<file path="config.mk">
export PLATFORM = sky130hd
export DESIGN_NAME = olsd_cell
export DESIGN_NICKNAME = d
export VERILOG_FILES = /design/src/rtl/ordered_list_store_with_deletion_top_defines.svh /design/src/rtl/olsd_pkg.sv /design/src/rtl/olsd_cell.sv
export SDC_FILE = /design/constraint.sdc
export NUM_CORES = 1
export LEC_CHECK = 0
export BUFFER_PORTS_ARGS = -buffer_cell sky130_fd_sc_hd__buf_4
export CORE_MARGIN = 10
export CORE_UTILIZATION = 39
export CTS_CLUSTER_DIAMETER = 120
export CTS_CLUSTER_SIZE = 14
export DETAILED_ROUTE_END_ITERATION = 8
export GPL_ROUTABILITY_DRIVEN = 0
export PLACE_DENSITY = 0.81
export SLEW_MARGIN = 40
export SYNTH_ARGS = -nofsm -noshare
export SYNTH_HDL_FRONTEND = slang
export SYNTH_SLANG_ARGS = --single-unit
</file>
<file path="constraint.sdc">
create_clock -name clk -period 2.16 [get_ports clk]
set_input_delay 0.432 -clock clk [delete_from_list [all_inputs] [get_ports clk]]
set_output_delay 0.432 -clock clk [all_outputs]
set_load 0.1 [all_outputs]
</file>
<file path="src/rtl/ordered_list_store_with_deletion_top_defines.svh">
// Assertion macros for the ordered list store.
// Included by the RTL files that carry concurrent checks; depends on nothing.
`ifndef ORDERED_LIST_STORE_WITH_DELETION_TOP_DEFINES_SVH
`define ORDERED_LIST_STORE_WITH_DELETION_TOP_DEFINES_SVH
`ifndef NO_ASSERTIONS
`define OLSD_ASSERT(lbl, prop, msg) \
	lbl: assert property (@(posedge clk) disable iff (!arst_n) (prop)) else $error(msg);
`define OLSD_ASSERT_NEVER(lbl, expr, msg) \
	lbl: assert property (@(posedge clk) disable iff (!arst_n) !(expr)) else $error(msg);
`else
`define OLSD_ASSERT(lbl, prop, msg)
`define OLSD_ASSERT_NEVER(lbl, expr, msg)
`endif
`endif

</file>
<file path="src/rtl/olsd_pkg.sv">
// Shared constants and types for the ordered list store.
// No dependencies.
`default_nettype none
package olsd_pkg;
	localparam int OLSD_LIST_DEPTH = 64;
	localparam int OLSD_DATA_W = 32;

	localparam logic [2:0] CMD_APPEND   = 3'd0;
	localparam logic [2:0] CMD_DEL_HEAD = 3'd1;
	localparam logic [2:0] CMD_DEL_TAIL = 3'd2;
	localparam logic [2:0] CMD_DEL_VAL  = 3'd3;
	localparam logic [2:0] CMD_LIST     = 3'd4;

	localparam logic [2:0] ST_OK        = 3'd0;
	localparam logic [2:0] ST_EMPTY     = 3'd1;
	localparam logic [2:0] ST_NOT_FOUND = 3'd2;
	localparam logic [2:0] ST_FULL      = 3'd3;
	localparam logic [2:0] ST_LISTED    = 3'd4;

	// cell controls: load at tail, shift toward head, wrap head into tail
	typedef struct packed {
		logic load;
		logic shift;
		logic wrap;
	} olsd_cell_ctl_t;
endpackage
`default_nettype wire

</file>
<file path="src/rtl/olsd_cell.sv">
// One list slot: holds an element, loads at the tail, shifts toward the head.
// Depends on olsd_pkg.
`default_nettype none
module olsd_cell
	import olsd_pkg::*;
#(
	parameter int LIST_DEPTH = OLSD_LIST_DEPTH,
	parameter int IDX = 0,
	localparam int CW = $clog2(LIST_DEPTH + 1)
) (
	input  wire logic                   clk,
	input  wire olsd_cell_ctl_t         ctl,
	input  wire logic [CW-1:0]          cnt,
	input  wire logic [OLSD_DATA_W-1:0] head,
	input  wire logic [OLSD_DATA_W-1:0] din,
	input  wire logic [OLSD_DATA_W-1:0] nxt,
	output logic      [OLSD_DATA_W-1:0] data
);
	logic [OLSD_DATA_W-1:0] data_q;
	logic at_tail;
	logic at_end;

	assign at_tail = (cnt == CW'(IDX));
	assign at_end  = (cnt == CW'(IDX + 1));

	always_ff @(posedge clk) begin
		if (ctl.load && at_tail) begin
			data_q <= din;
		end else if (ctl.shift) begin
			data_q <= (ctl.wrap && at_end) ? head : nxt;
		end
	end

	assign data = data_q;
endmodule
`default_nettype wire

</file>
==> impl_metrics.json, run 1 <==
{
  "filler_cell_count": 320,
  "max-clock-path-buffers": 2,
  "globalRouteOverflowTotal": 0,
  "cts_resized": 0,
  "final_hold_viol_count": 0,
  "numCtsBuffers": 5,
  "count_of_warnings_emitted_by_yosys": 0,
  "cp_num_cells": 5,
  "die_height_um": 86.1,
  "crit_path_max_incr_delay_ns": 0.28,
  "totalPowerFinal_uw": 2030,
  "critical_path_class": "in -> reg",
  "root_buffer": "sky130_fd_sc_hd__clkbuf_8",
  "critical_path.startpoint_type": "primary input",
  "ctsHoldBuffers": 0,
  "track_usage_pct": 16.8,
  "first_global_vias": 1793,
  "worstSetupEndpointType": "register",
  "coreArea_um2": 4120,
  "worst_slew_pin_slew_ns": 0.400,
  "ant_nets_after_route": 0,
  "critPathSlowestCell": "sky130_fd_sc_hd__buf_4",
  "dr.pass1.iters": 5,
  "worst_path_maximum_fanout": 32,
  "row_count": 23,
  "worstPathArrival_ns": 1.43,
  "run_status": "completed",
  "cts_tree": "done",
  "gate_count_of_the_mapped_netlist": 118,
  "synth_seq_cells": 32,
  "worst_ep_required_time_ns": 2.17,
  "cp_cell_sequence": "buf_4, nor2_1, o2111ai_4, buf_4, o2bb2ai_1",
  "post_cts.repair.setup_buffers": 0,
  "global_route_wire_length_before_repair_um": 9850,
  "hold_slack_ns": 0.428,
  "io_buffers": 138,
  "cap_viol_max_count": 0,
  "io_pins": 139,
  "drt-total-wl_um": 6570,
  "ctsHtreeMaxLevel": 2,
  "synth_area_um2": 1700,
  "slew_violations": 0,
  "synthAdderAreaFrac_pct": 0,
  "synthMuxAreaShare_pct": 0,
  "grt_antenna_before_repair": 0,
  "final_net_count": 363,
  "tightest_slew_margin_relative_to_the_limit_pct": 73.3,
  "crit_path_start": "cnt[5]",
  "start_util_pct": 41.3,
  "diodes": 0,
  "synth-compound-area-share_pct": 36.4,
  "unrepaired_setup_endpoints_after_global_routing": "no",
  "power.density_nw_per_um2": 705,
  "area.sequential_um2": 961,
  "finalWorstPathRequiredPeriod_ns": 1.42,
  "fin_util_pct": 70.1,
  "layout-drive-gt1-share_pct": 63.8,
  "leakage_power_uw": 0.00122,
  "vias_per_cell": 5.46,
  "dpl_worst_slack_ns": 0.439,
  "critPathMostFrequentCell": "sky130_fd_sc_hd__buf_4",
  "die_width_um": 86.1,
  "route.detailed.drc": 0,
  "final.period_utilization_pct": 65.7,
  "timing.hold.worst.class": "in -> reg",
  "final.setup.tns_ns": 0,
  "yosys.area_share.simple_pct": 1.69,
  "critPathCapture": "data[25]$_DFFE_PP_",
  "synth_sequential_area_ratio_pct": 56.5,
  "worst_ir_drop_vdd_mv": 0.313,
  "max_freq_ghz": 0.704,
  "first_iter_violations": 120,
  "syn_area_per_cell_um2": 14.4,
  "tritoncts_num_sinks": 32,
  "netlist.area_leader.share_pct": 56.5,
  "yosys_top_cell_by_area": "sky130_fd_sc_hd__edfxtp_1",
  "finalSetupViolCount": 0,
  "syn_nets": 225,
  "total_die_area_um2": 7410,
  "maximum_number_of_pins_on_one_net_before_global_route_repair": 33,
  "number_of_flip_flops_under_the_largest_register_name": 32,
  "most_area_consuming_cells_after_synthesis": "sky130_fd_sc_hd__edfxtp_1 56%, sky130_fd_sc_hd__a22oi_1 14%, sky130_fd_sc_hd__o2bb2ai_1 11%",
  "critPathTopFamily": "buffers and inverters",
  "synth_xor_xnor_area_share_pct": 0,
  "fin_worst_setup_slack_ns": 0.740,
  "place.detailed.hpwl_um": 5350,
  "critPathBufInv": 2,
  "clk_pin_slew_ns": 0.07,
  "syn_to_final_growth_pct": 69.4,
  "combinational_family_with_the_most_area_after_synthesis": "compound AO/OA/AOI/OAI gates",
  "multiInputGateArea_um2": 651,
  "detailroute.via_count": 1675,
  "post_synth_num_cell_types": 13,
  "wl_per_cell_um": 21.4
}
==> metal layers <==
layer | up-vias | track usage, % | wire [µm]
met1 | 795 | 16.5 | 2190
met4 | 0 | 4.64 | 96
li1 | 788 | - | -
met3 | 8 | 6.72 | 660
met5 | - | 0 | 0
met2 | 84 | 31.4 | 3620
==> cell type report <==
cell class | count | area share (%)
sequential | 32 | 33.3
timing repair buffer | 145 | 38.2
clock inverter | 2 | 1.22
multi-input combinational | 72 | 22.6
tap | 50 | 2.17
clock buffer | 6 | 2.52
==> where the power goes <==
group,internal [µW],switching [µW]
clock,342,211
sequential,741,13.4
combinational,239,487
total,1320,711
==> placed cells by master (no fill, tap or decap) <==
cell and instances:
sky130_fd_sc_hd__clkbuf_8 5, sky130_fd_sc_hd__nor2_1 3, sky130_fd_sc_hd__edfxtp_1 32, sky130_fd_sc_hd__and2_1 1, sky130_fd_sc_hd__o2bb2ai_1 22, sky130_fd_sc_hd__buf_12 1
sky130_fd_sc_hd__buf_4 144, sky130_fd_sc_hd__o2bb2ai_2 10, sky130_fd_sc_hd__clkbuf_1 1, sky130_fd_sc_hd__clkinv_2 1, sky130_fd_sc_hd__nand3_1 1, sky130_fd_sc_hd__a22oi_1 32
sky130_fd_sc_hd__nor2b_2 1, sky130_fd_sc_hd__a41o_1 1, sky130_fd_sc_hd__o2111ai_4 1, sky130_fd_sc_hd__bufinv_16 1
==> synthesized netlist by cell type <==
master,n
sky130_fd_sc_hd__a22oi_1,32
sky130_fd_sc_hd__a41o_1,1
sky130_fd_sc_hd__and2_1,1
sky130_fd_sc_hd__buf_2,8
sky130_fd_sc_hd__buf_6,4
sky130_fd_sc_hd__clkbuf_1,2
sky130_fd_sc_hd__edfxtp_1,32
sky130_fd_sc_hd__nand3_1,1
sky130_fd_sc_hd__nor2_1,3
sky130_fd_sc_hd__nor2b_1,1
sky130_fd_sc_hd__o2111ai_4,1
sky130_fd_sc_hd__o2bb2ai_1,22
sky130_fd_sc_hd__o2bb2ai_2,10
==> how the worst min path moves through the flow <==
stage / from / end / slack (ns) / cells past startpoint
floorplan: nxt[12] / data[12]$_DFFE_PP_ / 0.62 / 1
global placement: nxt[17] / data[17]$_DFFE_PP_ / 0.71 / 2
detailed placement: nxt[17] / data[17]$_DFFE_PP_ / 0.71 / 2
CTS: nxt[17] / data[17]$_DFFE_PP_ / 0.42 / 2
global route: nxt[17] / data[17]$_DFFE_PP_ / 0.42 / 2
finish: nxt[17] / data[17]$_DFFE_PP_ / 0.43 / 2
==> through the flow <==
| stage | cell area (µm²) | instances |
|---|---|---|
| finish | 2880 | 307 |
| CTS | 2880 | 307 |
| global placement | 2780 | 299 |
| floorplan | 1700 | 118 |
| global route | 2880 | 307 |
| detailed placement | 2780 | 299 |
==> kinds of logic after synthesis <==
group | count (synthesis)
and+or+nand+nor | 6
DFF | 32
buffers and inverters | 14
AOI/OAI and AO/OA | 66
Note: power is estimated with default switching activity, not from simulation.
==> run 2: changes to the inputs <==
--- a/config.mk
+++ b/config.mk
@@ -7,12 +7,12 @@
 export LEC_CHECK = 0
 export BUFFER_PORTS_ARGS = -buffer_cell sky130_fd_sc_hd__buf_4
 export CORE_MARGIN = 10
-export CORE_UTILIZATION = 39
+export CORE_UTILIZATION = 35
 export CTS_CLUSTER_DIAMETER = 120
 export CTS_CLUSTER_SIZE = 14
 export DETAILED_ROUTE_END_ITERATION = 8
 export GPL_ROUTABILITY_DRIVEN = 0
-export PLACE_DENSITY = 0.81
+export PLACE_DENSITY = 0.76
 export SLEW_MARGIN = 40
 export SYNTH_ARGS = -nofsm -noshare
 export SYNTH_HDL_FRONTEND = slang
==> constraint.sdc (replaced) <==
create_clock -name clk -period 1.3 [get_ports clk]
set_input_delay 0.26 -clock clk [delete_from_list [all_inputs] [get_ports clk]]
set_output_delay 0.26 -clock clk [all_outputs]
set_load 0.1 [all_outputs]
==> run 2 against run 1 <==
Against the previous run:
- largest cell class unchanged
- non-clock buffer count rose by 1
- die area rose by 8.7%
- worst hold slack got worse by 0.17 ns
- routed wire length fell by 3.6%
- sequential power rose by 66%
- cell area rose by 2.5%
- sequential cell count did not move
- clock power rose by 29%
- first-iteration DRC count fell by 52%
==> impl_metrics.json, run 2 (synthesized netlist as in run 1, its figures left out) <==
{
  "tightest_slew_margin_relative_to_the_limit_pct": 77.6,
  "critPathSlowestCell": "sky130_fd_sc_hd__edfxtp_1",
  "wl_per_cell_um": 19.5,
  "max-clock-path-buffers": 2,
  "layout-drive-gt1-share_pct": 65.5,
  "ctsHtreeMaxLevel": 2,
  "slew_violations": 0,
  "total_die_area_um2": 8050,
  "cts_resized": 0,
  "worst_ep_required_time_ns": 1.04,
  "ant_nets_after_route": 0,
  "place.detailed.hpwl_um": 5120,
  "timing.hold.worst.class": "in -> reg",
  "die_width_um": 89.7,
  "dp.cells": 317,
  "net-switching-power_uw": 1180,
  "unrepaired_setup_endpoints_after_global_routing": "no",
  "diodes": 0,
  "dpl_worst_slack_ns": -0.157,
  "detailroute.via_count": 1631,
  "first_global_vias": 1687,
  "numCtsBuffers": 5,
  "fin_worst_setup_slack_ns": 0.115,
  "share_clk_of_total_power_pct": 22.3,
  "critical_path_class": "reg -> out",
  "global_route_wire_length_before_repair_um": 9430,
  "tritoncts_num_sinks": 32,
  "track_usage_pct": 14.8,
  "route.detailed.drc": 0,
  "critPathTopFamily": "flip-flops",
  "critPathBufInv": 1,
  "multiInputGateArea_um2": 669,
  "coreArea_um2": 4720,
  "start_util_pct": 36.0,
  "ctsHoldBuffers": 0,
  "io_pins": 139,
  "finalWorstPathRequiredPeriod_ns": 1.18,
  "hold_slack_ns": 0.258,
  "area.sequential_um2": 961,
  "number_of_flip_flops_under_the_largest_register_name": 32,
  "finalSetupViolCount": 0,
  "first_iter_violations": 58,
  "final_hold_viol_count": 0,
  "max_freq_ghz": 0.844,
  "globalRouteOverflowTotal": 0,
  "power.density_nw_per_um2": 1080,
  "mostFrequentLayoutCell": "sky130_fd_sc_hd__buf_4",
  "worst_path_maximum_fanout": 1,
  "switching_share_pct": 37.0,
  "critical_path.startpoint_type": "register",
  "drt-total-wl_um": 6330,
  "maximum_number_of_pins_on_one_net_before_global_route_repair": 33,
  "io_buffers": 138,
  "final.period_utilization_pct": 91.1,
  "run_status": "completed",
  "row_count": 25,
  "cts_tree": "done",
  "post_cts.repair.setup_buffers": 0,
  "combinationalPowerShare_pct": 38.3,
  "crit_path_max_incr_delay_ns": 0.35,
  "worstSetupEndpointType": "primary output",
  "vias_per_cell": 5.02,
  "cap_viol_max_count": 0,
  "die_height_um": 89.7,
  "worst_ir_drop_vdd_mv": 0.486,
  "leakage_power_uw": 0.00124,
  "intPower_uw": 2010,
  "syn_to_final_growth_pct": 73.7,
  "final.setup.tns_ns": 0,
  "final_net_count": 364,
  "clk_pin_slew_ns": 0.07,
  "dr.pass1.iters": 4,
  "filler_cell_count": 386,
  "worst_slew_pin_slew_ns": 0.335,
  "worstPathArrival_ns": 0.92,
  "sequentialPowerShare_pct": 39.4,
  "layout_common_cells": "141 x sky130_fd_sc_hd__buf_4, 32 x sky130_fd_sc_hd__a22oi_1, 32 x sky130_fd_sc_hd__edfxtp_1",
  "grt_antenna_before_repair": 0,
  "root_buffer": "sky130_fd_sc_hd__clkbuf_8",
  "cp_cell_sequence": "buf_4",
  "instances_no_fill": 325
}
run 2: cell types whose count changed in the layout (fill, tap and decap cells not counted):
cell / previous run / this run
sky130_fd_sc_hd__a41o_1: 1 / 0
sky130_fd_sc_hd__a41o_4: 0 / 1
sky130_fd_sc_hd__buf_12: 1 / 5
sky130_fd_sc_hd__buf_4: 144 / 141
sky130_fd_sc_hd__bufinv_16: 1 / 0
sky130_fd_sc_hd__clkbuf_1: 1 / 0
sky130_fd_sc_hd__clkinv_1: 0 / 1
sky130_fd_sc_hd__clkinv_2: 1 / 2
sky130_fd_sc_hd__nor2_1: 3 / 0
sky130_fd_sc_hd__nor2_2: 0 / 3
run 2: path summary, 6_finish.rpt:
path	slack, ns	endpoint	cells past startpoint	start
worst max-delay path	0.12	data[10]	1	data[10]$_DFFE_PP_
worst min-delay path	0.26	data[5]$_DFFE_PP_	2	nxt[5]
run 2: power groups by stage:
stage          registers [µW]  clock network (µW)  logic [µW]
6_report                 1250                 711        1220
5_1_grt                  1260                 782        1260
4_1_cts                  1250                 736        1230
3_5_place_dp             1280                   0        1230
3_3_place_gp             1270                   0        1220
2_1_floorplan            1890                   0         173
run 2: stage by stage:
step	util, %	cell area (µm²)	total power [µW]
3_3_place_gp	60.8	2870	2490
5_1_grt	62.6	2960	3310
2_1_floorplan	-	1720	2060
4_1_cts	62.6	2960	3220
6_report	62.6	2960	3180
3_5_place_dp	60.8	2870	2500
run 2: final cells by class:
class	instances	area share (%)
Timing Repair Buffer	146	39.2
Multi-Input combinational cell	72	22.7
Sequential cell	32	32.5
Clock inverter	3	0.466
Tap cell	67	2.84
Clock buffer	5	2.33
run 2: metal layers:
metal	GRT usage (%)	share of wire, %	vias to the layer above
li1	-	-	790
met1	17.3	41	738
met2	24.0	47	98
met3	5.74	10	5
met4	5.26	1.2	0
met5	0	0	-
==> run 3: changes to the inputs <==
==> constraint.sdc (replaced) <==
create_clock -name clk -period 1 [get_ports clk]
set_input_delay 0.2 -clock clk [delete_from_list [all_inputs] [get_ports clk]]
set_output_delay 0.2 -clock clk [all_outputs]
set_load 0.1 [all_outputs]
==> run 3 against run 2 <==
Against the previous run:
- the run now ends with setup timing left
- critical endpoint is now data[29]
- utilization up 18 points
- critical path depth unchanged
- non-clock buffer count up 21
- die area unchanged
- routed wire length up 17%
- power up 42%
- global-route usage up 1.5 points
- via count up 7.5%
- worst hold slack worse by 0.077 ns
- final cell count up 6.5%
==> impl_metrics.json, run 3 (synthesized netlist as in run 1, its figures left out) <==
{
  "run_status": "finished, violations left",
  "failed_checks": "setup timing",
  "worst_slew_pin_slew_ns": 0.400,
  "ctsHoldBuffers": 0,
  "syn_to_final_growth_pct": 123,
  "root_buffer": "sky130_fd_sc_hd__clkbuf_8",
  "tightest_slew_margin_relative_to_the_limit_pct": 73.3,
  "sequentialPowerShare_pct": 36.5,
  "final.period_utilization_pct": 109,
  "vias_per_cell": 5.07,
  "diodes": 0,
  "number_of_flip_flops_under_the_largest_register_name": 32,
  "dpl-instance-area_um2": 3210,
  "io_pins": 139,
  "finalInstanceArea_um2": 3790,
  "unrepaired_setup_endpoints_after_global_routing": "yes",
  "critPathTopFamily": "flip-flops",
  "first_global_vias": 1945,
  "total_die_area_um2": 8050,
  "coreArea_um2": 4720,
  "drt-total-wl_um": 7400,
  "timing.hold.worst.class": "in -> reg",
  "row_count": 25,
  "crit_path_max_incr_delay_ns": 0.40,
  "die_height_um": 89.7,
  "maximum_number_of_pins_on_one_net_before_global_route_repair": 25,
  "tritoncts_num_sinks": 32,
  "layout_common_cells": "115 x sky130_fd_sc_hd__buf_4, 41 x sky130_fd_sc_hd__buf_6, 32 x sky130_fd_sc_hd__edfxtp_1",
  "detailroute.via_count": 1754,
  "final_net_count": 385,
  "mostFrequentLayoutCell": "sky130_fd_sc_hd__buf_4",
  "final_hold_viol_count": 0,
  "finalWorstPathRequiredPeriod_ns": 1.09,
  "finalSetupViolCount": 91,
  "grt_antenna_before_repair": 0,
  "worstPathArrival_ns": 0.89,
  "numCtsBuffers": 5,
  "net-switching-power_uw": 1670,
  "critPathBufInv": 1,
  "leakage_power_uw": 0.00150,
  "critPathSlowestCell": "sky130_fd_sc_hd__edfxtp_1",
  "dr.pass1.iters": 4,
  "worst_ir_drop_vdd_mv": 0.565,
  "hold_slack_ns": 0.181,
  "worst_ep_required_time_ns": 0.80,
  "fin_worst_setup_slack_ns": -0.0919,
  "start_util_pct": 36.0,
  "critical_path_class": "reg -> out",
  "wl_per_cell_um": 21.4,
  "critical_path.startpoint_type": "register",
  "switching_share_pct": 37.0,
  "slew_violations": 0,
  "globalRouteOverflowTotal": 0,
  "ctsHtreeMaxLevel": 2,
  "route.detailed.drc": 0,
  "max-clock-path-buffers": 2,
  "worstSetupEndpointType": "primary output",
  "global_route_wire_length_before_repair_um": 10400,
  "intPower_uw": 2850,
  "combinationalPowerShare_pct": 42.6,
  "ant_nets_after_route": 0,
  "final.setup.tns_ns": -4.72,
  "track_usage_pct": 16.3,
  "max_freq_ghz": 0.916,
  "cts_tree": "done",
  "die_width_um": 89.7,
  "place.detailed.hpwl_um": 5560,
  "first_iter_violations": 90,
  "cap_viol_max_count": 0,
  "layout-drive-gt1-share_pct": 86.7,
  "worst_path_maximum_fanout": 1,
  "cp_cell_sequence": "buf_6",
  "io_buffers": 138,
  "clk_pin_slew_ns": 0.07,
  "share_clk_of_total_power_pct": 20.9,
  "power.density_nw_per_um2": 1190
}
==> run 3: cell type report <==
type	count	area, µm²
timing repair buffer	167	1560
multi-input combinational	72	1110
sequential	32	961
fill	253	928
tap	67	83.8
clock buffer	7	76.3
clock inverter	1	3.75
==> run 3: path summary, 6_finish.rpt <==
path                               start                 end  slack, ns  cells past startpoint
worst max-delay path  data[29]$_DFFE_PP_            data[29]      -0.09                      1
worst min-delay path             nxt[22]  data[22]$_DFFE_PP_       0.18                      2
==> run 3: metrics by stage <==
step	utilization, %	cells	worst slack [ns]	power, µW
final	80.3	346	-0.0919	4530
after global routing	80.3	346	-0.138	4690
after CTS	74.2	336	-0.0983	4460
after detailed placement	67.9	325	-0.419	3390
after global placement	67.9	325	-0.407	3370
after floorplan	-	118	-0.207	2770
==> run 3: layer usage <==
| layer | GRT usage [%] | vias up | part of all wire [%] |
|---|---|---|---|
| met5 | 0 | - | 0 |
| met4 | 7.28 | 0 | 1.8 |
| met1 | 16.1 | 841 | 37 |
| li1 | - | 829 | - |
| met2 | 30.7 | 75 | 55 |
| met3 | 4.66 | 9 | 5.9 |
==> run 3: power by group through the flow <==
stage	Combinational, µW	Clock [µW]	Sequential [µW]
after detailed placement	1730	0	1660
after global placement	1710	0	1660
final	1930	946	1650
after CTS	1840	969	1650
after floorplan	316	0	2450
after global routing	1990	1030	1660
==> run 3: repair_timing <==
| item | CTS | global route |
|---|---|---|
| gates cloned | 0 | 6 |
| endpoints found under the setup margin | 94 | 83 |
| buffers inserted | 3 | 4 |
| pin swaps | 9 | 12 |
| gates resized for setup | 47 | 15 |
